===== config.mk =====
export PLATFORM = sky130hd
export DESIGN_NAME = sgfd_regs
export DESIGN_NICKNAME = d
export VERILOG_FILES = /design/src/design/sgfd_pkg.sv /design/src/design/sgfd_regs.sv
export SDC_FILE = /design/constraint.sdc
export NUM_CORES = 1
export LEC_CHECK = 0
export BUFFER_PORTS_ARGS = -buffer_cell sky130_fd_sc_hd__buf_2
export CAP_MARGIN = 20
export CORE_ASPECT_RATIO = 2
export CORE_MARGIN = 2
export CORE_UTILIZATION = 45
export CTS_BUF_LIST = sky130_fd_sc_hd__clkbuf_8
export DETAILED_ROUTE_END_ITERATION = 6
export PLACE_DENSITY = 0.83
export SLEW_MARGIN = 20
export SYNTH_ARGS = -nofsm -noshare
export SYNTH_HDL_FRONTEND = slang
export SYNTH_SLANG_ARGS = --single-unit

===== constraint.sdc =====
create_clock -name clk -period 1.5 [get_ports clk]
set_input_delay 0 -clock clk [delete_from_list [all_inputs] [get_ports clk]]
set_output_delay 0 -clock clk [all_outputs]
set_load 0.02 [all_outputs]

===== src/design/sgfd_pkg.sv =====
`timescale 1ns / 1ps
`default_nettype none
// ----------------------------------------------------------------------------
// sgfd_pkg
// Shared constants, register codes, state type and control structs for the
// staggered-grid first-derivative block.
// ----------------------------------------------------------------------------
package sgfd_pkg;

  localparam int MAX_TAPS_DEF    = 6;
  localparam int SAMPLE_BITS_DEF = 24;

  localparam int NUM_COEF   = 6;
  localparam int COEF_W     = 18;
  localparam int TAPS_W     = 3;
  localparam int INV_W      = 24;
  localparam int OUT_W      = 32;
  localparam int CFG_DATA_W = 32;
  localparam int CFG_ADDR_W = 5;

  localparam logic [TAPS_W-1:0] TAPS_RESET = 3'd1;
  localparam logic [INV_W-1:0]  INV_RESET  = 24'd65536;

  typedef enum logic [CFG_ADDR_W-3:0] {
    REG_COEF_0 = 3'd0,
    REG_COEF_1 = 3'd1,
    REG_COEF_2 = 3'd2,
    REG_COEF_3 = 3'd3,
    REG_COEF_4 = 3'd4,
    REG_COEF_5 = 3'd5,
    REG_TAPS   = 3'd6,
    REG_INV    = 3'd7
  } sgfd_reg_t;

  typedef enum logic [2:0] {
    ST_IDLE,
    ST_LOAD,
    ST_ALIGN,
    ST_TAP,
    ST_SCL_LO,
    ST_SCL_HI,
    ST_SAT
  } sgfd_state_t;

  typedef struct packed {
    logic accept;
    logic load;
    logic align;
    logic mac;
    logic scale_lo;
    logic scale_hi;
    logic load_out;
  } sgfd_cmd_t;

  typedef struct packed {
    logic produce;
    logic out_free;
  } sgfd_status_t;

endpackage
`default_nettype wire


===== src/design/sgfd_regs.sv =====
`timescale 1ns / 1ps
`default_nettype none
// ----------------------------------------------------------------------------
// sgfd_regs
// APB-style configuration registers: stencil coefficients, tap count and
// reciprocal grid spacing.
// ----------------------------------------------------------------------------
module sgfd_regs (
  input  wire logic                                   clk,
  input  wire logic                                   rst_n,
  input  wire logic                                   psel,
  input  wire logic                                   penable,
  input  wire logic                                   pwrite,
  input  wire logic [sgfd_pkg::CFG_ADDR_W-1:0]        paddr,
  input  wire logic [sgfd_pkg::CFG_DATA_W-1:0]        pwdata,
  output logic      [sgfd_pkg::CFG_DATA_W-1:0]        prdata,
  output logic                                        pready,
  output logic signed [sgfd_pkg::COEF_W-1:0]          coef [sgfd_pkg::NUM_COEF],
  output logic      [sgfd_pkg::TAPS_W-1:0]            taps,
  output logic      [sgfd_pkg::INV_W-1:0]             inv
);

  logic signed [sgfd_pkg::COEF_W-1:0] coef_r   [sgfd_pkg::NUM_COEF];
  logic signed [sgfd_pkg::COEF_W-1:0] coef_nxt [sgfd_pkg::NUM_COEF];
  logic [sgfd_pkg::TAPS_W-1:0]        taps_r, taps_nxt;
  logic [sgfd_pkg::INV_W-1:0]         inv_r, inv_nxt;
  logic                               wr;
  sgfd_pkg::sgfd_reg_t                idx;

  assign pready = 1'b1;
  assign wr     = psel & penable & pwrite;
  assign idx    = sgfd_pkg::sgfd_reg_t'(paddr[sgfd_pkg::CFG_ADDR_W-1:2]);

  always_comb begin
    coef_nxt = coef_r;
    taps_nxt = taps_r;
    inv_nxt  = inv_r;
    if (wr) begin
      unique case (idx)
        sgfd_pkg::REG_COEF_0: coef_nxt[0] = signed'(pwdata[sgfd_pkg::COEF_W-1:0]);
        sgfd_pkg::REG_COEF_1: coef_nxt[1] = signed'(pwdata[sgfd_pkg::COEF_W-1:0]);
        sgfd_pkg::REG_COEF_2: coef_nxt[2] = signed'(pwdata[sgfd_pkg::COEF_W-1:0]);
        sgfd_pkg::REG_COEF_3: coef_nxt[3] = signed'(pwdata[sgfd_pkg::COEF_W-1:0]);
        sgfd_pkg::REG_COEF_4: coef_nxt[4] = signed'(pwdata[sgfd_pkg::COEF_W-1:0]);
        sgfd_pkg::REG_COEF_5: coef_nxt[5] = signed'(pwdata[sgfd_pkg::COEF_W-1:0]);
        sgfd_pkg::REG_TAPS:   taps_nxt    = pwdata[sgfd_pkg::TAPS_W-1:0];
        sgfd_pkg::REG_INV:    inv_nxt     = pwdata[sgfd_pkg::INV_W-1:0];
        default: ;
      endcase
    end
  end

  always_ff @(posedge clk) begin
    if (!rst_n) begin
      for (int i = 0; i < sgfd_pkg::NUM_COEF; i++) begin
        coef_r[i] <= '0;
      end
      taps_r <= sgfd_pkg::TAPS_RESET;
      inv_r  <= sgfd_pkg::INV_RESET;
    end else begin
      coef_r <= coef_nxt;
      taps_r <= taps_nxt;
      inv_r  <= inv_nxt;
    end
  end

  always_comb begin
    unique case (idx)
      sgfd_pkg::REG_COEF_0: prdata = sgfd_pkg::CFG_DATA_W'(coef_r[0]);
      sgfd_pkg::REG_COEF_1: prdata = sgfd_pkg::CFG_DATA_W'(coef_r[1]);
      sgfd_pkg::REG_COEF_2: prdata = sgfd_pkg::CFG_DATA_W'(coef_r[2]);
      sgfd_pkg::REG_COEF_3: prdata = sgfd_pkg::CFG_DATA_W'(coef_r[3]);
      sgfd_pkg::REG_COEF_4: prdata = sgfd_pkg::CFG_DATA_W'(coef_r[4]);
      sgfd_pkg::REG_COEF_5: prdata = sgfd_pkg::CFG_DATA_W'(coef_r[5]);
      sgfd_pkg::REG_TAPS:   prdata = sgfd_pkg::CFG_DATA_W'(taps_r);
      sgfd_pkg::REG_INV:    prdata = sgfd_pkg::CFG_DATA_W'(inv_r);
      default:              prdata = '0;
    endcase
  end

  assign coef = coef_r;
  assign taps = taps_r;
  assign inv  = inv_r;

endmodule
`default_nettype wire


==> out/metrics.yaml, run 1 <==
outcome:
  status: "complete, but fails checks"
  violations: "setup timing"
timing:
  slew_viol_final: 0
  clock_skew_ns: 0
  post-route-period-util_pct: 121
  finalHoldViolCount: 0
  setup_ws_ns: -0.314
  rsz0062_at_grt: "yes"
  period_needed_ns: 1.81
  setup_viol: 28
  max_freq_mhz: 551
  tns_ns: -6.30
  worst_hold_slack_ns: 0.125
die:
  rows: 61
  die_h_microns: 172
  initial_core_util_pct: 45.8
  die_area_sq_um: 15100
  ioPinCount: 210
  core_sq_um: 13800
  die_w_microns: 87.8
power:
  clkPwrFrac_pct: 41.8
  power_frac_comb_pct: 11.3
  power_density_nw_per_um2: 860
  intPower_mw: 5.67
  seqPwrFrac_pct: 47.0
  vdd_ir_drop_max_mv: 0.607
  swShare_pct: 26.7
  p_leak_nw: 3.83
  power.total_mw: 7.74
  power.switching_mw: 2.06
global_route:
  gr-total-overflow: 0
  grt_use_total_pct: 32.0
  antenna_found_initial: 0
  grt_pass1_wl_microns: 35800
  grt_pass1_vias: 6427
  grt_max_degree: 64
logic_synthesis:
  syn_inst: 769
  synth-edff-count: 0
  yosysSeqAreaShare_pct: 42.7
  yosysUniqueCellTypes: 44
  yosysWarnings: 0
  syn-cell-area_sq_um: 6330
  synth_top_flop_cell: "dfxtp_1"
  syn_avg_cell_area_sq_um: 8.23
  synthArstFlopShare_pct: 0
  ys_seq_elements: 135
  syn_nets: 811
critical_path:
  path_class: "flop to primary output"
  crit_arrival_ns: 1.81
  end_kind: "primary output"
  worst-path-max-fanout: 8
  worst_setup_path_start_kind: "flop"
  worstPathRequired_ns: 1.50
cells_and_area:
  syn_to_final_growth_pct: 42.1
  fin_util_pct: 65.1
  most-common-layout-cells: "nand2_1, buf_2, dfxtp_1"
  drive_above_1_share_pct: 39.5
  n_antenna_cell: 0
  fillers: 1107
  instances_no_fill: 1212
  layout_commonest_cell: "nand2_1"
  fin_nets: 1052
  postLayoutCellArea_sq_um: 8990
clocking:
  h-tree-depth: 4
  cts_tree: "yes"
  cts.clk_slew.worst_paths_ns: 0.08
  clock_latency_ns: 0.44
  cts_root_buffer: "clkbuf_8"
  cts_buffers: 17
  clockBufferDepth: 2
  cts_sinks: 135
placement:
  port_buffers: 198
  dpl.cell_count: 1135
  dp_hpwl_microns: 17400
  place_ws_ns: -0.0428
  gp_congestion: 0.932
  place_area_sq_um: 7680
detailed_routing:
  wl_met2_microns: 13100
  routedWlPerCell_microns: 20.6
  via_count: 6812
  dr.pass1.iters: 5
  via_per_inst: 5.62
  antenna_left: 0
  routed.top_layer: "met4"
  drt_drc_violations_left: 0
  finalWirelength_microns: 25000
  first_iter_violations: 498
  drt-met1-wl_microns: 8350
  routed-wl-met3_microns: 1490
hold_path:
  hold_class: "primary input to flop"
flow_run:
  cap_violations: 0
-- layer usage --
layer	vias to the layer above	global-route usage, %
li1	3090	-
met1	3213	33.5
met2	391	57.3
met3	118	4.99
met4	0	21.0
met5	-	0
-- area by class of cell --
class	count	area, sq um	area share (%)
sequential	135	2760	30.7
clock buffer	18	248	2.75
clock inverter	14	175	1.95
multi-input combinational	566	3570	39.7
timing repair buffer	287	1990	22.2
inverter	3	11.3	0.125
tap	189	236	2.63
-- registers in the layout, summed over array words and instances (netlist names) --
signal,count
coef,108
taps,3
inv,24
-- critical path, cell delays in order, from the launching register on --
cell and delay, ns:
dfxtp_2 0.35, mux2_4 0.26, a22oi_2 0.25, o22ai_4 0.18
a21o_1 0.21, buf_6 0.13
-- cells by family (layout without fill, tap and decap cells) --
kind of cell           count (synthesis)  after routing  share of synthesized area, %
DFF                                  135            135                          42.7
buffers and inverters                 69            322                          5.79
muxes                                 32             32                          5.36
other                                  1              1                        0.0593
and+or+nand+nor                      326            326                          21.6
AOI/OAI and AO/OA                    206            207                          24.5
-- worst paths after layout --
kind | startpoint | to | slack [ns] | cells past startpoint
worst min-delay path | penable | taps[0] | 0.13 | 4
worst max-delay path | coef[17] | prdata[23] | -0.31 | 5
worst min register to register | inv[7] | inv[7] | 0.48 | 2
worst max register to register | coef[42] | coef[42] | 0.72 | 2
-- Yosys cell counts (2+ instances only) --
master | instances | area (sq um)
or3_1 | 2 | 12.5
a22o_1 | 6 | 52.6
buf_4 | 13 | 97.6
o2bb2ai_1 | 5 | 43.8
o21ai_0 | 11 | 55.1
a21o_1 | 7 | 52.6
a21boi_0 | 76 | 571
nor2_4 | 2 | 22.5
nor2_1 | 20 | 75.1
a211oi_1 | 3 | 22.5
mux2i_1 | 17 | 170
a21boi_1 | 57 | 428
o221ai_1 | 6 | 52.6
mux2_2 | 15 | 169
nand3_1 | 4 | 20.0
nor3_4 | 2 | 32.5
a21oi_1 | 4 | 20.0
a22oi_1 | 6 | 45.0
inv_2 | 2 | 7.51
nand2_1 | 275 | 1030
nand2b_1 | 7 | 43.8
a221oi_1 | 4 | 35.0
nor2b_1 | 3 | 18.8
buf_6 | 3 | 33.8
or2_2 | 4 | 25.0
nor2_2 | 2 | 12.5
buf_2 | 29 | 145
o21a_1 | 5 | 37.5
o22ai_1 | 4 | 25.0
dfxtp_1 | 135 | 2700
o22a_1 | 3 | 26.3
a222oi_1 | 5 | 50.1
clkbuf_1 | 21 | 78.8
-- power by group through the flow --
stage / registers, mW / logic [mW] / clock network [mW]
6_report: 3.63 / 0.873 / 3.23
2_1_floorplan: 3.74 / 0.367 / 0
3_3_place_gp: 3.72 / 0.711 / 0
5_1_grt: 3.63 / 0.911 / 3.38
4_1_cts: 3.63 / 0.820 / 3.24
3_5_place_dp: 3.72 / 0.717 / 0
-- timing repair --
item                       CTS  global route
hold endpoints to repair   135             0
resized for setup           73            71
setup endpoints to repair   32            32
buffers inserted            11             8
gates cloned                 0             1
hold buffers                25             0
pin swaps                   18            20
Power figures use the tool's default switching activity.
==> run 2: changes to the inputs <==
--- a/config.mk
+++ b/config.mk
@@ -13,6 +13,7 @@
 export CTS_BUF_LIST = sky130_fd_sc_hd__clkbuf_8
 export DETAILED_ROUTE_END_ITERATION = 6
 export PLACE_DENSITY = 0.83
+export RECOVER_POWER = 25
 export SLEW_MARGIN = 20
 export SYNTH_ARGS = -nofsm -noshare
 export SYNTH_HDL_FRONTEND = slang
==> run 2 against run 1 <==
The run still ends with setup timing left. First-iteration DRC count up 2.8%. Maximum frequency down 0.70%. Routed wire length up 0.14%. Largest cell class unchanged. Die area unchanged. Via count up 0.68%. Sequential cell count unchanged. Sequential power about the same. Count of clock-buffer cells in the layout unchanged.
==> out/metrics.yaml, run 2 (synthesis gave the netlist of run 1 again) <==
detailed_routing:
  via_per_inst: 5.66
  routedWlPerCell_microns: 20.7
  dr.pass1.iters: 6
  via_count: 6858
  drt_drc_violations_left: 0
  finalWirelength_microns: 25100
  antenna_left: 0
  first_iter_violations: 512
timing:
  period_needed_ns: 1.83
  slew_headroom_pct: 55.5
  clock_skew_ns: 0
  setup_ws_ns: -0.326
  rsz0062_at_grt: "yes"
  max_freq_mhz: 548
  tightest_slew_ns: 0.665
  slew_viol_final: 0
  post-route-period-util_pct: 122
  finalHoldViolCount: 0
  setup_viol: 87
clocking:
  clockBufferDepth: 2
  cts.clk_slew.worst_paths_ns: 0.09
  cts_sinks: 135
  cts_tree: "yes"
  h-tree-depth: 4
  cts_buffers: 17
  cts_root_buffer: "clkbuf_8"
  clock_latency_ns: 0.44
critical_path:
  path_class: "flop to primary output"
  worst-path-max-fanout: 8
  worst_setup_path_start_kind: "flop"
  cpMaxStageDelayCell: "dfxtp_2"
  end_kind: "primary output"
  rrSetupSlack_ns: 0.69
  crit_path_max_incr_delay_ns: 0.35
  worstPathRequired_ns: 1.50
  crit_arrival_ns: 1.83
  cp_cell_sequence: "mux2_4, a22oi_2, o22ai_4, a21o_1, buf_6"
global_route:
  grt_pass1_vias: 6427
  grt_use_total_pct: 32.0
  gr-total-overflow: 0
  grt_max_degree: 64
  grt_pass1_wl_microns: 35800
  antenna_found_initial: 0
cells_and_area:
  syn_to_final_growth_pct: 41.2
  fillers: 1124
  most-common-layout-cells: "nand2_1, buf_2, dfxtp_1"
  largest_reg_flops: 108
  n_antenna_cell: 0
  fin_nets: 1052
  layout_commonest_cell: "nand2_1"
  fin_util_pct: 64.7
  drive_above_1_share_pct: 37.4
power:
  p_leak_nw: 3.73
  power_density_nw_per_um2: 866
  power.total_mw: 7.74
  vdd_ir_drop_max_mv: 0.582
die:
  ioPinCount: 210
  die_h_microns: 172
  initial_core_util_pct: 45.8
  die_w_microns: 87.8
  core_sq_um: 13800
  rows: 61
  die_area_sq_um: 15100
placement:
  gp_congestion: 0.932
  dp_hpwl_microns: 17400
  port_buffers: 198
outcome:
  status: "complete, but fails checks"
  violations: "setup timing"
hold_path:
  hold_class: "primary input to flop"
flow_run:
  cap_violations: 0
[run 2: power breakdown]
part / total [mW] / switching [mW] / leakage [nW] / internal, mW
combinational: 0.861 / 0.504 / 2.41 / 0.357
sequential: 3.63 / 0.0272 / 1.11 / 3.61
clock: 3.24 / 1.54 / 0.211 / 1.70
total: 7.74 / 2.07 / 3.73 / 5.67
[run 2: timing repair]
action,4_1_cts,5_1_grt
buffers inserted,11,8
cloned,0,1
pin swaps,18,20
hold endpoints to repair,135,0
resized for setup,73,71
setup endpoints to repair,32,32
hold buffers,25,0
[run 2: area by class of cell]
class | instances | area (sq um) | area share [%]
timing repair buffer | 287 | 1960 | 22.0
multi-input combinational | 566 | 3540 | 39.6
clock inverter | 14 | 175 | 1.96
sequential | 135 | 2760 | 30.9
tap | 189 | 236 | 2.65
clock buffer | 18 | 248 | 2.77
inverter | 3 | 11.3 | 0.126
[run 2: final timing paths]
path / startpoint / end / cells after the start
min: paddr[4] / coef[62] / 5
max: coef[17] / prdata[23] / 5
min reg2reg: inv[6] / inv[6] / 2
max reg2reg: coef[10] / coef[10] / 3
[run 2: metrics by stage]
stage	hold WS, ns	setup WS [ns]	TNS [ns]	std cells	area, sq um
6_report	0.313	-0.326	-14.33	1212	8930
2_1_floorplan	0.124	0.0277	0	769	6330
3_5_place_dp	0.251	-0.0428	-0.243	1135	7680
4_1_cts	0.106	-0.328	-6.15	1203	8690
5_1_grt	0.325	-0.373	-20.52	1212	8930
3_3_place_gp	0.241	0.0555	0	1135	7680
[run 2: layer usage]
layer  vias up  GRT usage, %  part of all wire [%]
met5         -             0                     0
li1       3093             -                     -
met2       393          57.3                    52
met3       133          4.99                   6.1
met1      3239          33.5                    33
met4         0          21.0                   8.4
[run 2: worst max-delay path, delay by kind of cell (launching register included)]
kind,cells,cell delay (ns)
AO/OA/AOI/OAI,3,0.64
flip-flops,1,0.35
multiplexers,1,0.26
buffers and inverters,1,0.13
==> run 3: changes to the inputs <==
--- a/config.mk
+++ b/config.mk
@@ -9,10 +9,10 @@
 export CAP_MARGIN = 20
 export CORE_ASPECT_RATIO = 2
 export CORE_MARGIN = 2
-export CORE_UTILIZATION = 45
+export CORE_UTILIZATION = 33
 export CTS_BUF_LIST = sky130_fd_sc_hd__clkbuf_8
 export DETAILED_ROUTE_END_ITERATION = 6
-export PLACE_DENSITY = 0.83
+export PLACE_DENSITY = 0.67
 export RECOVER_POWER = 25
 export SLEW_MARGIN = 20
 export SYNTH_ARGS = -nofsm -noshare
==> run 3 against run 2 <==
Count of clock-buffer cells in the layout grew 1. Sequential power is essentially flat. Combinational power grew 0.7%. Maximum frequency grew 1.0%. Worst setup slack gained 0.018 ns. Global-route usage shrank 7.3 points. Clock skew is the same. Critical endpoint is now prdata[22]. Highest routed layer unchanged. Design area grew 2.2%. Core utilization shrank 16 points. The run still ends with setup timing left. Via count shrank 4.7%. Clock power grew 9.6%. Worst hold slack lost 0.24 ns.
==> out/metrics.yaml, run 3 (synthesis gave the netlist of run 1 again) <==
critical_path:
  reg2reg_to: "coef[10]"
  crit_start: "coef[53]"
  critPathBufInv: 1
  worst-path-max-fanout: 8
  crit_path_max_incr_delay_ns: 0.33
  cp_cell_sequence: "mux2_2, a22oi_2, o22ai_4, a21o_1, buf_6"
  worstPathRequired_ns: 1.50
  reg2reg_depth: 4
  cpMaxStageDelayCell: "dfxtp_2"
  crit_arrival_ns: 1.81
  reg2reg_from: "coef[10]"
  path_class: "flop to primary output"
  worst_setup_path_start_kind: "flop"
  rrSetupSlack_ns: 0.70
  crit_family: "compound AO/OA/AOI/OAI gates"
  endpoint: "prdata[22]"
  end_kind: "primary output"
  crit_cells: 5
global_route:
  busiest_layer: "met2"
  grt_max_degree: 136
  met3_usage_pct: 3.59
  use_met1_pct: 26.0
  grt_pass1_vias: 6278
  antenna_found_initial: 0
  gr-total-overflow: 0
  grtUsageMet2_pct: 45.2
  grt_use_total_pct: 24.8
  grt_pass1_wl_microns: 37100
detailed_routing:
  via_count: 6533
  drt_drc_violations_left: 0
  antenna_left: 0
  via_per_inst: 5.07
  routedWlPerCell_microns: 19.8
  dr.pass1.iters: 5
  finalWirelength_microns: 25600
  first_iter_violations: 368
power:
  swShare_pct: 25.2
  power_density_nw_per_um2: 882
  p_leak_nw: 3.84
  intPower_mw: 6.03
  power_frac_comb_pct: 10.8
  power.switching_mw: 2.03
  vdd_ir_drop_max_mv: 0.531
  seqPwrFrac_pct: 45.1
  clkPwrFrac_pct: 44.1
clocking:
  cts_buffers: 17
  clockBufferDepth: 2
  cts.clk_slew.worst_paths_ns: 0.09
  cts_tree: "yes"
  cts_root_buffer: "clkbuf_8"
  h-tree-depth: 4
  cts_sinks: 135
  clock_latency_ns: 0.45
placement:
  dp_hpwl_microns: 18300
  port_buffers: 198
  gp_congestion: 0.952
  place_ws_ns: 0.000609
cells_and_area:
  drive_above_1_share_pct: 39.4
  largest_reg_flops: 108
  fillers: 1898
  syn_to_final_growth_pct: 44.3
  area.sequential_sq_um: 2760
  n_antenna_cell: 0
  fin_nets: 1063
  multi_input_area_sq_um: 3530
  layout_commonest_cell: "nand2_1"
  most-common-layout-cells: "nand2_1, buf_2, a21boi_0"
die:
  ioPinCount: 210
  core_sq_um: 18800
  die_h_microns: 200
  die_w_microns: 102
  initial_core_util_pct: 33.6
  die_area_sq_um: 20400
  rows: 71
timing:
  worst_hold_slack_ns: 0.0737
  clock_skew_ns: 0
  period_needed_ns: 1.81
  finalHoldViolCount: 0
  slew_headroom_pct: 61.1
  setup_ws_ns: -0.308
  rsz0062_at_grt: "yes"
  tightest_slew_ns: 0.584
  max_freq_mhz: 553
  setup_viol: 36
  post-route-period-util_pct: 121
  slew_viol_final: 0
outcome:
  violations: "setup timing"
  status: "complete, but fails checks"
hold_path:
  hold_class: "primary input to flop"
flow_run:
  cap_violations: 0
[run 3: changes by cell type in the layout (fill, tap and decap cells not counted), moves of 6 or more]
cell / previous run / this run
buf_6: 19 / 25
a21boi_1: 56 / 36
a21boi_0: 77 / 97
buf_2: 154 / 165
buf_4: 58 / 64
clkbuf_1: 19 / 8
[run 3: final cells by class]
type | count | share of cell area [%]
inverter | 3 | 0.123
clock buffer | 19 | 2.86
multi-input combinational | 566 | 38.7
sequential | 135 | 30.2
clock inverter | 12 | 2.19
timing repair buffer | 298 | 22.4
tap | 255 | 3.50
[run 3: tightest hold or removal path, stage by stage]
cell	delay (ns)
buf_2	0.11
buf_12	0.19
a21boi_0	0.17
[run 3: per-layer routing]
layer	part of all wire [%]	wire (microns)	up-vias
met1	35	9050	3083
met5	0	0	-
met4	6.2	1580	0
met3	4.8	1240	78
met2	54	13700	279
li1	-	-	3093
[run 3: worst min-delay path by stage]
stage / start / end / slack (ns) / depth (start not counted)
final: rst_n / inv[19] / 0.07 / 3
after global routing: rst_n / taps[0] / 0.08 / 3
after CTS: rst_n / taps[0] / 0.03 / 3
after detailed placement: pwdata[19] / inv[19] / 0.25 / 3
after global placement: pwdata[21] / inv[21] / 0.24 / 3
after floorplan: pwdata[16] / inv[16] / 0.12 / 2
[run 3: stage by stage]
stage	setup TNS (ns)	total power [mW]	cells	area, sq um	utilization [%]
3_3_place_gp	0	4.44	1209	7790	41.4
2_1_floorplan	0	4.11	769	6330	-
4_1_cts	-6.86	8.09	1283	9070	48.1
6_report	-7.63	8.05	1288	9130	48.5
5_1_grt	-10.88	8.29	1288	9130	48.5
3_5_place_dp	0	4.44	1209	7790	41.4
[run 3: power by group through the flow]
stage	clock network [mW]	logic (mW)	registers (mW)
2_1_floorplan	0	0.367	3.74
3_3_place_gp	0	0.725	3.72
3_5_place_dp	0	0.728	3.72
4_1_cts	3.61	0.853	3.63
5_1_grt	3.75	0.911	3.63
6_report	3.55	0.867	3.63
[run 3: timing repair]
item	in CTS	in global routing
endpoints found under the hold margin	135	0
setup buffers	18	5
gates cloned	1	0
gates resized for setup	125	27
setup endpoints to repair	32	32
hold buffers	24	0
pin swaps	21	18
