$ cat src/design/sgfd_pkg.sv
`timescale 1ns / 1ps
`default_nettype none
// ----------------------------------------------------------------------------
// sgfd_pkg
// Shared constants, register codes, state type and control structs for the
// staggered-grid first-derivative block.
// ----------------------------------------------------------------------------
package sgfd_pkg;

  localparam int MAX_TAPS_DEF    = 6;
  localparam int SAMPLE_BITS_DEF = 24;

  localparam int NUM_COEF   = 6;
  localparam int COEF_W     = 18;
  localparam int TAPS_W     = 3;
  localparam int INV_W      = 24;
  localparam int OUT_W      = 32;
  localparam int CFG_DATA_W = 32;
  localparam int CFG_ADDR_W = 5;

  localparam logic [TAPS_W-1:0] TAPS_RESET = 3'd1;
  localparam logic [INV_W-1:0]  INV_RESET  = 24'd65536;

  typedef enum logic [CFG_ADDR_W-3:0] {
    REG_COEF_0 = 3'd0,
    REG_COEF_1 = 3'd1,
    REG_COEF_2 = 3'd2,
    REG_COEF_3 = 3'd3,
    REG_COEF_4 = 3'd4,
    REG_COEF_5 = 3'd5,
    REG_TAPS   = 3'd6,
    REG_INV    = 3'd7
  } sgfd_reg_t;

  typedef enum logic [2:0] {
    ST_IDLE,
    ST_LOAD,
    ST_ALIGN,
    ST_TAP,
    ST_SCL_LO,
    ST_SCL_HI,
    ST_SAT
  } sgfd_state_t;

  typedef struct packed {
    logic accept;
    logic load;
    logic align;
    logic mac;
    logic scale_lo;
    logic scale_hi;
    logic load_out;
  } sgfd_cmd_t;

  typedef struct packed {
    logic produce;
    logic out_free;
  } sgfd_status_t;

endpackage
`default_nettype wire

$ cat src/design/sgfd_ctrl.sv
`timescale 1ns / 1ps
`default_nettype none
// ----------------------------------------------------------------------------
// sgfd_ctrl
// Sequencer: takes an item, aligns the stencil window, steps the shared
// multiply-accumulate over the taps, scales and hands the result on.
// ----------------------------------------------------------------------------
module sgfd_ctrl #(
  parameter int MAX_TAPS = sgfd_pkg::MAX_TAPS_DEF
) (
  input  wire logic                          clk,
  input  wire logic                          rst_n,
  input  wire logic                          in_valid,
  output logic                               in_ready,
  input  wire logic [$clog2(MAX_TAPS+1)-1:0] k,
  input  wire sgfd_pkg::sgfd_status_t        status,
  output sgfd_pkg::sgfd_cmd_t                cmd,
  output logic [((MAX_TAPS > 1) ? $clog2(MAX_TAPS) : 1)-1:0] tap_idx
);

  localparam int CNT_W = (MAX_TAPS > 1) ? $clog2(MAX_TAPS) : 1;

  sgfd_pkg::sgfd_state_t state_r, state_nxt;
  logic [CNT_W-1:0]      cnt_r, cnt_nxt;

  always_ff @(posedge clk) begin
    if (!rst_n) begin
      state_r <= sgfd_pkg::ST_IDLE;
      cnt_r   <= '0;
    end else begin
      state_r <= state_nxt;
      cnt_r   <= cnt_nxt;
    end
  end

  always_comb begin
    state_nxt = state_r;
    cnt_nxt   = cnt_r;
    cmd       = '0;
    in_ready  = 1'b0;
    unique case (state_r)
      sgfd_pkg::ST_IDLE: begin
        in_ready = 1'b1;
        if (in_valid) begin
          cmd.accept = 1'b1;
          if (status.produce) begin
            state_nxt = sgfd_pkg::ST_LOAD;
          end
        end
      end
      sgfd_pkg::ST_LOAD: begin
        cmd.load = 1'b1;
        if (int'(k) < MAX_TAPS) begin
          state_nxt = sgfd_pkg::ST_ALIGN;
          cnt_nxt   = CNT_W'(MAX_TAPS - int'(k) - 1);
        end else begin
          state_nxt = sgfd_pkg::ST_TAP;
          cnt_nxt   = CNT_W'(int'(k) - 1);
        end
      end
      sgfd_pkg::ST_ALIGN: begin
        // slide the far half down two places per step until it sits on 2K-1
        cmd.align = 1'b1;
        if (cnt_r == '0) begin
          state_nxt = sgfd_pkg::ST_TAP;
          cnt_nxt   = CNT_W'(int'(k) - 1);
        end else begin
          cnt_nxt = cnt_r - 1'b1;
        end
      end
      sgfd_pkg::ST_TAP: begin
        cmd.mac = 1'b1;
        if (cnt_r == '0) begin
          state_nxt = sgfd_pkg::ST_SCL_LO;
        end else begin
          cnt_nxt = cnt_r - 1'b1;
        end
      end
      sgfd_pkg::ST_SCL_LO: begin
        cmd.scale_lo = 1'b1;
        state_nxt    = sgfd_pkg::ST_SCL_HI;
      end
      sgfd_pkg::ST_SCL_HI: begin
        cmd.scale_hi = 1'b1;
        state_nxt    = sgfd_pkg::ST_SAT;
      end
      sgfd_pkg::ST_SAT: begin
        // hold until the output register can take the result
        if (status.out_free) begin
          cmd.load_out = 1'b1;
          state_nxt    = sgfd_pkg::ST_IDLE;
        end
      end
      default: state_nxt = sgfd_pkg::ST_IDLE;
    endcase
  end

  // taps run from the outermost inwards, so the count is the tap number
  assign tap_idx = cnt_r;

`ifndef ASSERT_OFF
  a_tap_range: assert property (@(posedge clk) disable iff (!rst_n)
    state_r == sgfd_pkg::ST_TAP |-> int'(cnt_r) < int'(k))
    else $error("tap count beyond active taps");

  a_tap_exit: assert property (@(posedge clk) disable iff (!rst_n)
    (state_r == sgfd_pkg::ST_TAP && cnt_r == '0) |=> state_r == sgfd_pkg::ST_SCL_LO)
    else $error("tap loop did not finish on last tap");

  a_sat_hold: assert property (@(posedge clk) disable iff (!rst_n)
    (state_r == sgfd_pkg::ST_SAT && !status.out_free) |=> state_r == sgfd_pkg::ST_SAT)
    else $error("result dropped while output register busy");
`endif

endmodule
`default_nettype wire

$ cat config.mk
export PLATFORM = sky130hd
export DESIGN_NAME = sgfd_ctrl
export DESIGN_NICKNAME = d
export VERILOG_FILES = /design/src/design/sgfd_pkg.sv /design/src/design/sgfd_ctrl.sv
export SDC_FILE = /design/constraint.sdc
export NUM_CORES = 1
export LEC_CHECK = 0
export BUFFER_PORTS_ARGS = -buffer_cell sky130_fd_sc_hd__buf_2
export CORE_AREA = 2 2 39 41
export DETAILED_ROUTE_END_ITERATION = 16
export DIE_AREA = 0 0 41 43
export PLACE_DENSITY = 0.68
export SKIP_LAST_GASP = 1
export SLEW_MARGIN = 10
export SYNTH_ARGS = -nofsm -noshare
export SYNTH_HDL_FRONTEND = slang
export SYNTH_SLANG_ARGS = --single-unit
$ cat constraint.sdc
create_clock -name clk -period 1.8 [get_ports clk]
set_clock_uncertainty 0.15 [all_clocks]
set_input_delay 0.09 -clock clk [delete_from_list [all_inputs] [get_ports clk]]
set_output_delay 0.09 -clock clk [all_outputs]
set_load 0.03 [all_outputs]
==> results of run 1 <==
==> state kept, by name, indices dropped and copies added, names as in the netlist <==
register / count
tap_idx: 3
state_r: 3
==> final timing paths <==
| path | start | to |
|---|---|---|
| hold reg to reg | tap_idx[1]$_SDFFE_PN0P_ | tap_idx[1]$_SDFFE_PN0P_ |
| hold / removal | status[0] | state_r[1]$_SDFFE_PN0P_ |
| setup reg to reg | tap_idx[0]$_SDFFE_PN0P_ | tap_idx[1]$_SDFFE_PN0P_ |
| setup / recovery | state_r[0]$_SDFFE_PN0P_ | cmd[6] |
==> power by group through the flow <==
stage                     Combinational [mW]  Clock, mW  Sequential (mW)
after floorplan                        0.627          0            0.284
after global placement                 0.832          0            0.272
after detailed placement               0.834          0            0.270
after CTS                              0.839      0.135            0.269
after global routing                   0.921      0.142            0.284
final                                  0.836      0.131            0.274
==> per-layer routing <==
layer  GRT usage (%)  wire length (um)
met2            26.9               633
met3            7.85                88
met1            26.1               660
met5               0                 0
met4            4.00                 8
==> cells in the final DEF (no fill, tap or decap), drive strengths merged <==
master,instances
a211oi,2
a21boi,2
a21oi,4
a22oi,1
a31oi,1
and2,2
and2b,1
and3,1
and3b,1
buf,21
clkbuf,3
clkinv,1
dfxtp,6
dlygate4sd3,1
ha,4
inv,5
mux2,1
nand2,5
nand2b,3
nand3,2
nor2,5
nor2b,4
nor3,4
nor4b,1
o2111ai,1
o211ai,1
o21a,1
o21ai,6
o22ai,4
o311ai,1
or2b,1
xnor2,1
==> cell families after synthesis <==
group | after synthesis | synth area share (%)
AO/OA/AOI/OAI | 24 | 26.9
AND/OR/NAND/NOR | 30 | 30.2
XOR/XNOR | 1 | 1.56
flip-flops | 6 | 21.3
adder cells (fa/ha/maj) | 4 | 8.89
buffers and inverters | 10 | 9.11
multiplexers | 1 | 2.00
==> cells in the mapped netlist, types with 2 or more instances <==
master / number / share of area (%)
sky130_fd_sc_hd__inv_1: 4 / 2.7
sky130_fd_sc_hd__nand3_1: 2 / 1.8
sky130_fd_sc_hd__o21ai_0: 5 / 4.4
sky130_fd_sc_hd__a211oi_1: 2 / 2.7
sky130_fd_sc_hd__o22ai_1: 4 / 4.4
sky130_fd_sc_hd__a21oi_1: 4 / 3.6
sky130_fd_sc_hd__nand2b_1: 2 / 2.2
sky130_fd_sc_hd__nor2_1: 5 / 3.3
sky130_fd_sc_hd__dfxtp_1: 6 / 21
sky130_fd_sc_hd__buf_2: 2 / 1.8
sky130_fd_sc_hd__and2_1: 2 / 2.2
sky130_fd_sc_hd__nand2_1: 5 / 3.3
sky130_fd_sc_hd__nor2b_1: 4 / 4.4
sky130_fd_sc_hd__nor3_1: 4 / 3.6
sky130_fd_sc_hd__ha_1: 4 / 8.9
==> critical path, cell delays in order (launching register included) <==
cell and delay (ns):
sky130_fd_sc_hd__dfxtp_1 0.58, sky130_fd_sc_hd__buf_4 0.23, sky130_fd_sc_hd__nor3_2 0.05, sky130_fd_sc_hd__and2_1 0.14, sky130_fd_sc_hd__buf_2 0.17
==> through the flow <==
stage          std cells  cell area [um2]  util (%)  worst slack [ns]  hold slack, ns
6_report             113              711      51.4             0.125          0.0349
2_1_floorplan         76              574         -            0.0835          0.0575
4_1_cts              113              711      51.4             0.139          0.0304
5_1_grt              113              711      51.4            0.0450          0.0382
3_5_place_dp         109              678      49.0             0.217           0.257
3_3_place_gp         109              678      49.0             0.240           0.252
==> final cells by class <==
| class | instances | share of cell area [%] |
|---|---|---|
| flip-flops and latches | 6 | 16.9 |
| multi-input cells | 60 | 56.7 |
| clock buffers | 3 | 3.17 |
| inverters | 6 | 3.17 |
| well taps | 16 | 2.82 |
| repair buffers | 22 | 17.3 |
==> impl_metrics.csv, run 1 <==
group,metric,value,unit
grt,global_route.overflow_total,0,
final_layout,register_area,120,um2
placed_design,port_buffers,18,
sta,timing.slew.headroom,70.9,%
logic_synthesis,synth_enable_flop_cells,0,
clock_network,cts.repair.resized,0,
pwr,p_seq_share,22.1,%
sta,achievable-frequency,0.597,GHz
pwr,power.combinational.fraction,67.4,%
logic_synthesis,synth-async-reset-ratio,0,%
clock_network,numClockSinks,6,
pwr,total_power_density_per_cell_area,1750,nW/um2
sta,min_clock_period_post_route,1.67,ns
setup_path,setup.worst_path.class,"flip-flop to output port",
detailed_routing,antenna_violating_nets_post_route,0,
grt,via_count_of_the_first_global_routing_pass,509,
clock_network,clock_tree_from_tritoncts,"built",
logic_synthesis,post_synth_inst_count,76,
final_layout,nNetsFinal,111,
setup_path,regToRegSetupSlack,0.20,ns
pwr,switching_share_of_power,52.4,%
floorplanning,dieArea,1760,um2
logic_synthesis,synth.cell_area,563,um2
logic_synthesis,postSynthNetCount,88,
sta,finalHoldViolCount,0,
pwr,netSwitchingPower,0.651,mW
pwr,max-vdd-ir-drop,0.000758,V
sta,report.final.setup_viol,0,
detailed_routing,wl_per_cell,12.3,um
clock_network,cts_root_buf,"sky130_fd_sc_hd__clkbuf_4",
floorplanning,rows,14,
clock_network,cts.repair_timing.setup_buffer_count,0,
final_layout,area.growth.synth_to_final,26.2,%
placed_design,place.detailed.hpwl,1050,um
floorplanning,die_width,41,um
logic_synthesis,syn-mean-instance-area,7.41,um2
detailed_routing,drt_drc_violations_left,0,
sta,timing_max_transition_violations_final,0,
sta,timing_worst_slew_pin_value,0.436,ns
grt,grt_antenna_before_repair,0,
pwr,intPower,0.590,mW
worst_hold_path,hold_path_class,"input port to flip-flop",
pwr,clock_power_share,10.5,%
setup_path,worstPathMaxFanout,13,
sta,fin_crit_sh,93.0,%
placed_design,gpl.final_weighted_congestion,0.803,
clock_network,ctsHtreeMaxLevel,1,
clock_network,insertion_delay,0.25,ns
worst_hold_path,whs_path_depth,4,
clock_network,hold_buffers,1,
floorplanning,core_ar,1380,um2
detailed_routing,drt-total-wl,1390,um
setup_path,timing.critical_path.to_type,"output port",
floorplanning,initial_core_util,40.7,%
grt,grtUsageTotal,18.9,%
clock_network,numCtsBuffers,3,
detailed_routing,first_pass_iters,4,
detailed_routing,vias_per_instance,5.33,
logic_synthesis,synth_cell_type_count,36,
final_layout,fillerInstances,139,
detailed_routing,vias_post_dr,602,
setup_path,timing.critical_path.from_type,"flip-flop",
pwr,totalPowerFinal,1.24,mW
logic_synthesis,synth_top_flop_cell,"sky130_fd_sc_hd__dfxtp_1",
setup_path,cp.required,1.56,ns
grt,grt_pass1_wl,2260,um
sta,grt_setup_unrepaired,"no",
pwr,leakagePower,0.321,nW
clock_network,max-clock-path-buffers,2,
floorplanning,die-height,43,um
final_layout,insertedDiodeCount,0,
job,maxCapViolCount,0,
status,result_of_the_run,"completed",
floorplanning,top_level_ports,19,
setup_path,data_arrival_at_the_endpoint_of_the_critical_path,1.43,ns
grt,grt_max_degree,14,
setup_path,path_depth_of_the_worst_reg2reg_path,6,
logic_synthesis,ys_seq_area_share,21.3,%
logic_synthesis,yosys_warnings,0,
final_layout,multi_input_comb_area,403,um2
clock_network,clkSlewWorstSetupHoldPaths,0.06,ns
logic_synthesis,synth_seq_cells,6,
detailed_routing,detailed_route_iter0_violations,21,
final_layout,drive_above_1_share,29.9,%
sta,tns,0,ns
Power figures use the tool's default switching activity.
==> run 2: changes to the inputs <==
--- a/config.mk
+++ b/config.mk
@@ -9,6 +9,7 @@
 export CORE_AREA = 2 2 39 41
 export DETAILED_ROUTE_END_ITERATION = 16
 export DIE_AREA = 0 0 41 43
+export HOLD_SLACK_MARGIN = 0.08
 export PLACE_DENSITY = 0.68
 export SKIP_LAST_GASP = 1
 export SLEW_MARGIN = 10
==> impl_metrics.csv, run 2 (synthesis gave the netlist of run 1 again) <==
group,metric,value,unit
status,result_of_the_run,"completed",
setup_path,crit_chain,"buf_4, nor3_2, and2_1, buf_2",
final_layout,stdcell_area,721,um2
setup_path,path_depth_of_the_worst_reg2reg_path,6,
detailed_routing,detailed_route_iter0_violations,21,
sta,fin_crit_sh,93.0,%
final_layout,stdcell_count,114,
sta,timing_worst_slew_pin_value,0.436,ns
placed_design,placed_cells,109,
sta,grt_setup_unrepaired,"no",
detailed_routing,antenna_violating_nets_post_route,0,
grt,via_count_of_the_first_global_routing_pass,509,
setup_path,path_depth,4,
pwr,max-vdd-ir-drop,0.000758,V
sta,tns,0,ns
final_layout,layout.cells.most_common,"sky130_fd_sc_hd__buf_2",
grt,grt_pass1_wl,2260,um
clock_network,cts_root_buf,"sky130_fd_sc_hd__clkbuf_4",
grt,grt_max_degree,14,
final_layout,drive_above_1_share,29.6,%
clock_network,insertion_delay,0.25,ns
worst_hold_path,hold_path_class,"input port to flip-flop",
setup_path,largest_stage_delay_worst_path,0.58,ns
clock_network,clock_tree_from_tritoncts,"built",
floorplanning,top_level_ports,19,
detailed_routing,first_pass_iters,4,
grt,grtUsageTotal,18.9,%
setup_path,setup.worst_path.class,"flip-flop to output port",
setup_path,timing.critical_path.to_type,"output port",
sta,report.final.setup_viol,0,
detailed_routing,drt_drc_violations_left,0,
final_layout,mostFrequentLayoutCells,"18 x sky130_fd_sc_hd__buf_2, 6 x sky130_fd_sc_hd__dfxtp_1, 5 x sky130_fd_sc_hd__nor2_1, 5 x sky130_fd_sc_hd__o21ai_0, 5 x sky130_fd_sc_hd__nand2_1",
final_layout,insertedDiodeCount,0,
floorplanning,die-height,43,um
setup_path,crit_buf_inv,2,
floorplanning,rows,14,
sta,timing.slew.headroom,70.9,%
setup_path,worstReg2RegEnd,"tap_idx[1]$_SDFFE_PN0P_",
floorplanning,die_width,41,um
clock_network,clkSlewWorstSetupHoldPaths,0.06,ns
setup_path,cp.required,1.56,ns
sta,min_clock_period_post_route,1.67,ns
placed_design,gpl.final_weighted_congestion,0.803,
worst_hold_path,min_from,"status[1]",
pwr,leakagePower,0.326,nW
floorplanning,core_ar,1380,um2
sta,finalHoldViolCount,0,
placed_design,dpl-instance-area,678,um2
sta,timing_max_transition_violations_final,0,
floorplanning,dieArea,1760,um2
setup_path,regToRegSetupSlack,0.20,ns
placed_design,port_buffers,18,
final_layout,area.growth.synth_to_final,28.0,%
clock_network,numClockSinks,6,
clock_network,max-clock-path-buffers,2,
detailed_routing,vias_per_instance,5.32,
grt,grt_antenna_before_repair,0,
final_layout,multi_input_comb_area,403,um2
final_layout,register_area,120,um2
setup_path,critical_path.slowest_cell,"sky130_fd_sc_hd__dfxtp_1",
detailed_routing,vias_post_dr,606,
final_layout,fillerInstances,138,
setup_path,r2r_start,"tap_idx[0]$_SDFFE_PN0P_",
clock_network,ctsHtreeMaxLevel,1,
sta,achievable-frequency,0.597,GHz
setup_path,path_delay_family,"flip-flops",
job,maxCapViolCount,0,
setup_path,worstPathMaxFanout,13,
clock_network,numCtsBuffers,3,
final_layout,nNetsFinal,112,
pwr,total_power_density_per_cell_area,1720,nW/um2
grt,global_route.overflow_total,0,
setup_path,timing.critical_path.from_type,"flip-flop",
placed_design,place.detailed.hpwl,1050,um
setup_path,critical_path.startpoint,"state_r[0]$_SDFFE_PN0P_",
setup_path,setup.worst_path.end,"cmd[6]",
detailed_routing,drt-total-wl,1400,um
detailed_routing,wl_per_cell,12.3,um
floorplanning,initial_core_util,40.7,%
setup_path,data_arrival_at_the_endpoint_of_the_critical_path,1.43,ns
-- run 2: per-stage QoR --
step	power (mW)	setup slack [ns]	hold slack (ns)	util [%]
after floorplan	0.911	0.0835	0.0575	-
after global placement	1.10	0.240	0.252	49.0
after detailed placement	1.10	0.217	0.257	49.0
after CTS	1.24	0.139	0.112	52.1
after global routing	1.35	0.0450	0.106	52.1
final	1.24	0.125	0.108	52.1
-- run 2: how the worst min path moves through the flow --
stage                     cells after the start                       to  slack, ns
final                                         4  state_r[0]$_SDFFE_PN0P_       0.11
after global routing                          4  state_r[0]$_SDFFE_PN0P_       0.11
after CTS                                     4  state_r[0]$_SDFFE_PN0P_       0.11
after detailed placement                      2  state_r[0]$_SDFFE_PN0P_       0.26
after global placement                        2  state_r[0]$_SDFFE_PN0P_       0.25
after floorplan                               1  state_r[0]$_SDFFE_PN0P_       0.06
-- run 2: power breakdown --
group	internal (mW)	switching, mW
combinational	0.330	0.508
sequential	0.186	0.0882
clock	0.0759	0.0550
total	0.591	0.651
-- run 2: final cells by class --
type	instances	area share (%)
sequential	6	16.7
timing repair buffer	23	18.4
multi-input combinational	60	55.9
clock buffer	3	3.13
tap	16	2.78
inverter	6	3.13
-- run 2: metal layers --
metal  share of wire [%]  track usage, %  up-vias
met1                  47            26.1      268
met4                0.57            4.00        0
met3                 6.3            7.85        2
met5                   0               0        -
met2                  46            26.9       19
li1                    -               -      317
-- run 2: worst register-to-register path, cell delays in order, from the launching register on --
cell,delay (ns)
sky130_fd_sc_hd__dfxtp_1,0.34
sky130_fd_sc_hd__inv_1,0.08
sky130_fd_sc_hd__ha_1,0.25
sky130_fd_sc_hd__and2b_1,0.21
sky130_fd_sc_hd__a31oi_1,0.20
sky130_fd_sc_hd__o21ai_0,0.12
sky130_fd_sc_hd__o22ai_1,0.17
-- run 2: repair_timing --
| item | CTS | global route |
|---|---|---|
| resized for setup | 0 | 0 |
| hold buffers | 2 | 0 |
| endpoints found under the hold margin | 6 | 0 |
| setup buffers | 0 | 0 |
==> run 3: changes to the inputs <==
==> constraint.sdc (replaced) <==
create_clock -name clk -period 1.8 [get_ports clk]
set_clock_uncertainty 0.15 [all_clocks]
set_input_delay 0.09 -clock clk [delete_from_list [all_inputs] [get_ports clk]]
set_output_delay 0.09 -clock clk [all_outputs]
set_load 0.05 [all_outputs]
==> impl_metrics.csv, run 3 (synthesis gave the netlist of run 1 again) <==
group,metric,value,unit
status,result_of_the_run,"completed",
sta,timing_worst_slew_pin_value,0.343,ns
final_layout,layout.cells.most_common,"sky130_fd_sc_hd__buf_2",
sta,fin_crit_sh,94.3,%
detailed_routing,wl_per_cell,12.1,um
clock_network,numCtsBuffers,3,
detailed_routing,antenna_violating_nets_post_route,0,
final_layout,drive_above_1_share,33.7,%
floorplanning,initial_core_util,40.7,%
sta,tns,0,ns
worst_hold_path,whs_path_depth,4,
sta,grt_setup_unrepaired,"no",
detailed_routing,drt_drc_violations_left,0,
pwr,total_power_density_per_cell_area,1860,nW/um2
detailed_routing,first_pass_iters,4,
setup_path,setup.worst_path.class,"flip-flop to output port",
detailed_routing,drt-total-wl,1380,um
setup_path,path_depth_of_the_worst_reg2reg_path,6,
floorplanning,dieArea,1760,um2
job,maxCapViolCount,0,
setup_path,crit_chain,"inv_2, nor4b_2, buf_2",
floorplanning,die_width,41,um
sta,min_clock_period_post_route,1.70,ns
worst_hold_path,min_delay_worst_endpoint,"state_r[0]$_SDFFE_PN0P_",
grt,via_count_of_the_first_global_routing_pass,552,
setup_path,path_delay_family,"flip-flops",
final_layout,fillerInstances,149,
setup_path,timing.critical_path.to_type,"output port",
pwr,power.combinational.fraction,71.2,%
setup_path,critical_path.slowest_cell,"sky130_fd_sc_hd__dfxtp_1",
pwr,p_seq_share,19.6,%
setup_path,r2r_start,"tap_idx[0]$_SDFFE_PN0P_",
sta,report.final.setup_viol,0,
floorplanning,rows,14,
clock_network,numClockSinks,6,
final_layout,nNetsFinal,112,
grt,grt_pass1_wl,2390,um
detailed_routing,detailed_route_iter0_violations,9,
pwr,intPower,0.598,mW
final_layout,stdcell_count,114,
setup_path,largest_stage_delay_worst_path,0.52,ns
floorplanning,core_ar,1380,um2
clock_network,cts_root_buf,"sky130_fd_sc_hd__clkbuf_4",
setup_path,data_arrival_at_the_endpoint_of_the_critical_path,1.46,ns
worst_hold_path,min_from,"status[1]",
grt,global_route.overflow_total,0,
pwr,totalPowerFinal,1.36,mW
pwr,clock_power_share,9.2,%
clock_network,cts.repair.resized,0,
sta,timing.slew.headroom,77.1,%
placed_design,place.detailed.hpwl,1070,um
sta,timing_max_transition_violations_final,0,
placed_design,placed_cells,109,
sta,hold_ws,0.119,ns
clock_network,clkSlewWorstSetupHoldPaths,0.04,ns
sta,finalHoldViolCount,0,
setup_path,cp.required,1.56,ns
grt,grtUsageTotal,19.4,%
clock_network,max-clock-path-buffers,2,
setup_path,regToRegSetupSlack,0.23,ns
pwr,max-vdd-ir-drop,0.000816,V
clock_network,hold_buffers,2,
grt,grt_max_degree,13,
placed_design,dpl-instance-area,691,um2
detailed_routing,vias_post_dr,616,
clock_network,clock_tree_from_tritoncts,"built",
final_layout,stdcell_area,733,um2
final_layout,area.growth.synth_to_final,30.2,%
pwr,netSwitchingPower,0.764,mW
final_layout,mostFrequentLayoutCells,"18 x sky130_fd_sc_hd__buf_2, 5 x sky130_fd_sc_hd__nor2_1, 5 x sky130_fd_sc_hd__o21ai_0, 5 x sky130_fd_sc_hd__nand2_1",
clock_network,insertion_delay,0.25,ns
final_layout,fin_util,53.0,%
final_layout,multi_input_comb_area,413,um2
placed_design,gpl.final_weighted_congestion,0.833,
setup_path,timing.critical_path.from_type,"flip-flop",
clock_network,cts.repair_timing.setup_buffer_count,0,
floorplanning,top_level_ports,19,
setup_path,crit_buf_inv,2,
placed_design,port_buffers,18,
setup_path,worstPathMaxFanout,9,
placed_design,worst_setup_slack_after_placement,0.231,ns
final_layout,register_area,123,um2
clock_network,ctsHtreeMaxLevel,1,
detailed_routing,vias_per_instance,5.40,
pwr,leakagePower,0.328,nW
pwr,switching_share_of_power,56.1,%
sta,achievable-frequency,0.589,GHz
worst_hold_path,hold_path_class,"input port to flip-flop",
setup_path,worstReg2RegEnd,"state_r[0]$_SDFFE_PN0P_",
grt,grt_antenna_before_repair,0,
final_layout,insertedDiodeCount,0,
floorplanning,die-height,43,um
sta,setup_ws,0.102,ns
-- run 3: cell counts in the layout (fill, tap and decap cells not counted) --
Identical to the previous run, type by type.
-- run 3: power groups by stage --
stage          Clock [mW]  Combinational [mW]  Sequential [mW]
3_3_place_gp            0               0.964            0.269
2_1_floorplan           0               0.712            0.335
6_report            0.125               0.969            0.267
3_5_place_dp            0               0.970            0.271
5_1_grt             0.137                1.06            0.283
4_1_cts             0.134               0.973            0.268
-- run 3: worst register-to-register path: cells and delay by family, from the launching register on --
| kind | cells | cell delay [ns] |
|---|---|---|
| adders and majority gates | 1 | 0.25 |
| and+or+nand+nor | 2 | 0.25 |
| AOI/OAI and AO/OA | 1 | 0.15 |
| buffers and inverters | 1 | 0.09 |
| DFF | 1 | 0.32 |
| muxes | 1 | 0.26 |
-- run 3: cell type report --
cell class | instances | area share, %
sequential | 6 | 16.7
clock buffer | 3 | 3.07
inverter | 6 | 3.07
timing repair buffer | 23 | 18.1
multi-input combinational | 60 | 56.3
tap | 16 | 2.73
-- run 3: routing by layer --
metal	track usage (%)	wire [um]
met1	28.9	607
met2	26.9	694
met3	1.57	58
met4	10.0	19
met5	0	0
-- run 3: how the worst max path moves through the flow --
stage,slack [ns],from,to,cells after the start
after floorplan,-0.12,state_r[2]$_SDFFE_PN0P_,cmd[6],3
after global placement,0.24,tap_idx[0]$_SDFFE_PN0P_,tap_idx[2]$_SDFFE_PN0P_,6
after detailed placement,0.23,tap_idx[0]$_SDFFE_PN0P_,tap_idx[2]$_SDFFE_PN0P_,6
after CTS,0.09,state_r[1]$_SDFFE_PN0P_,cmd[0],3
after global routing,0.009,state_r[1]$_SDFFE_PN0P_,cmd[0],3
final,0.10,state_r[1]$_SDFFE_PN0P_,cmd[0],3
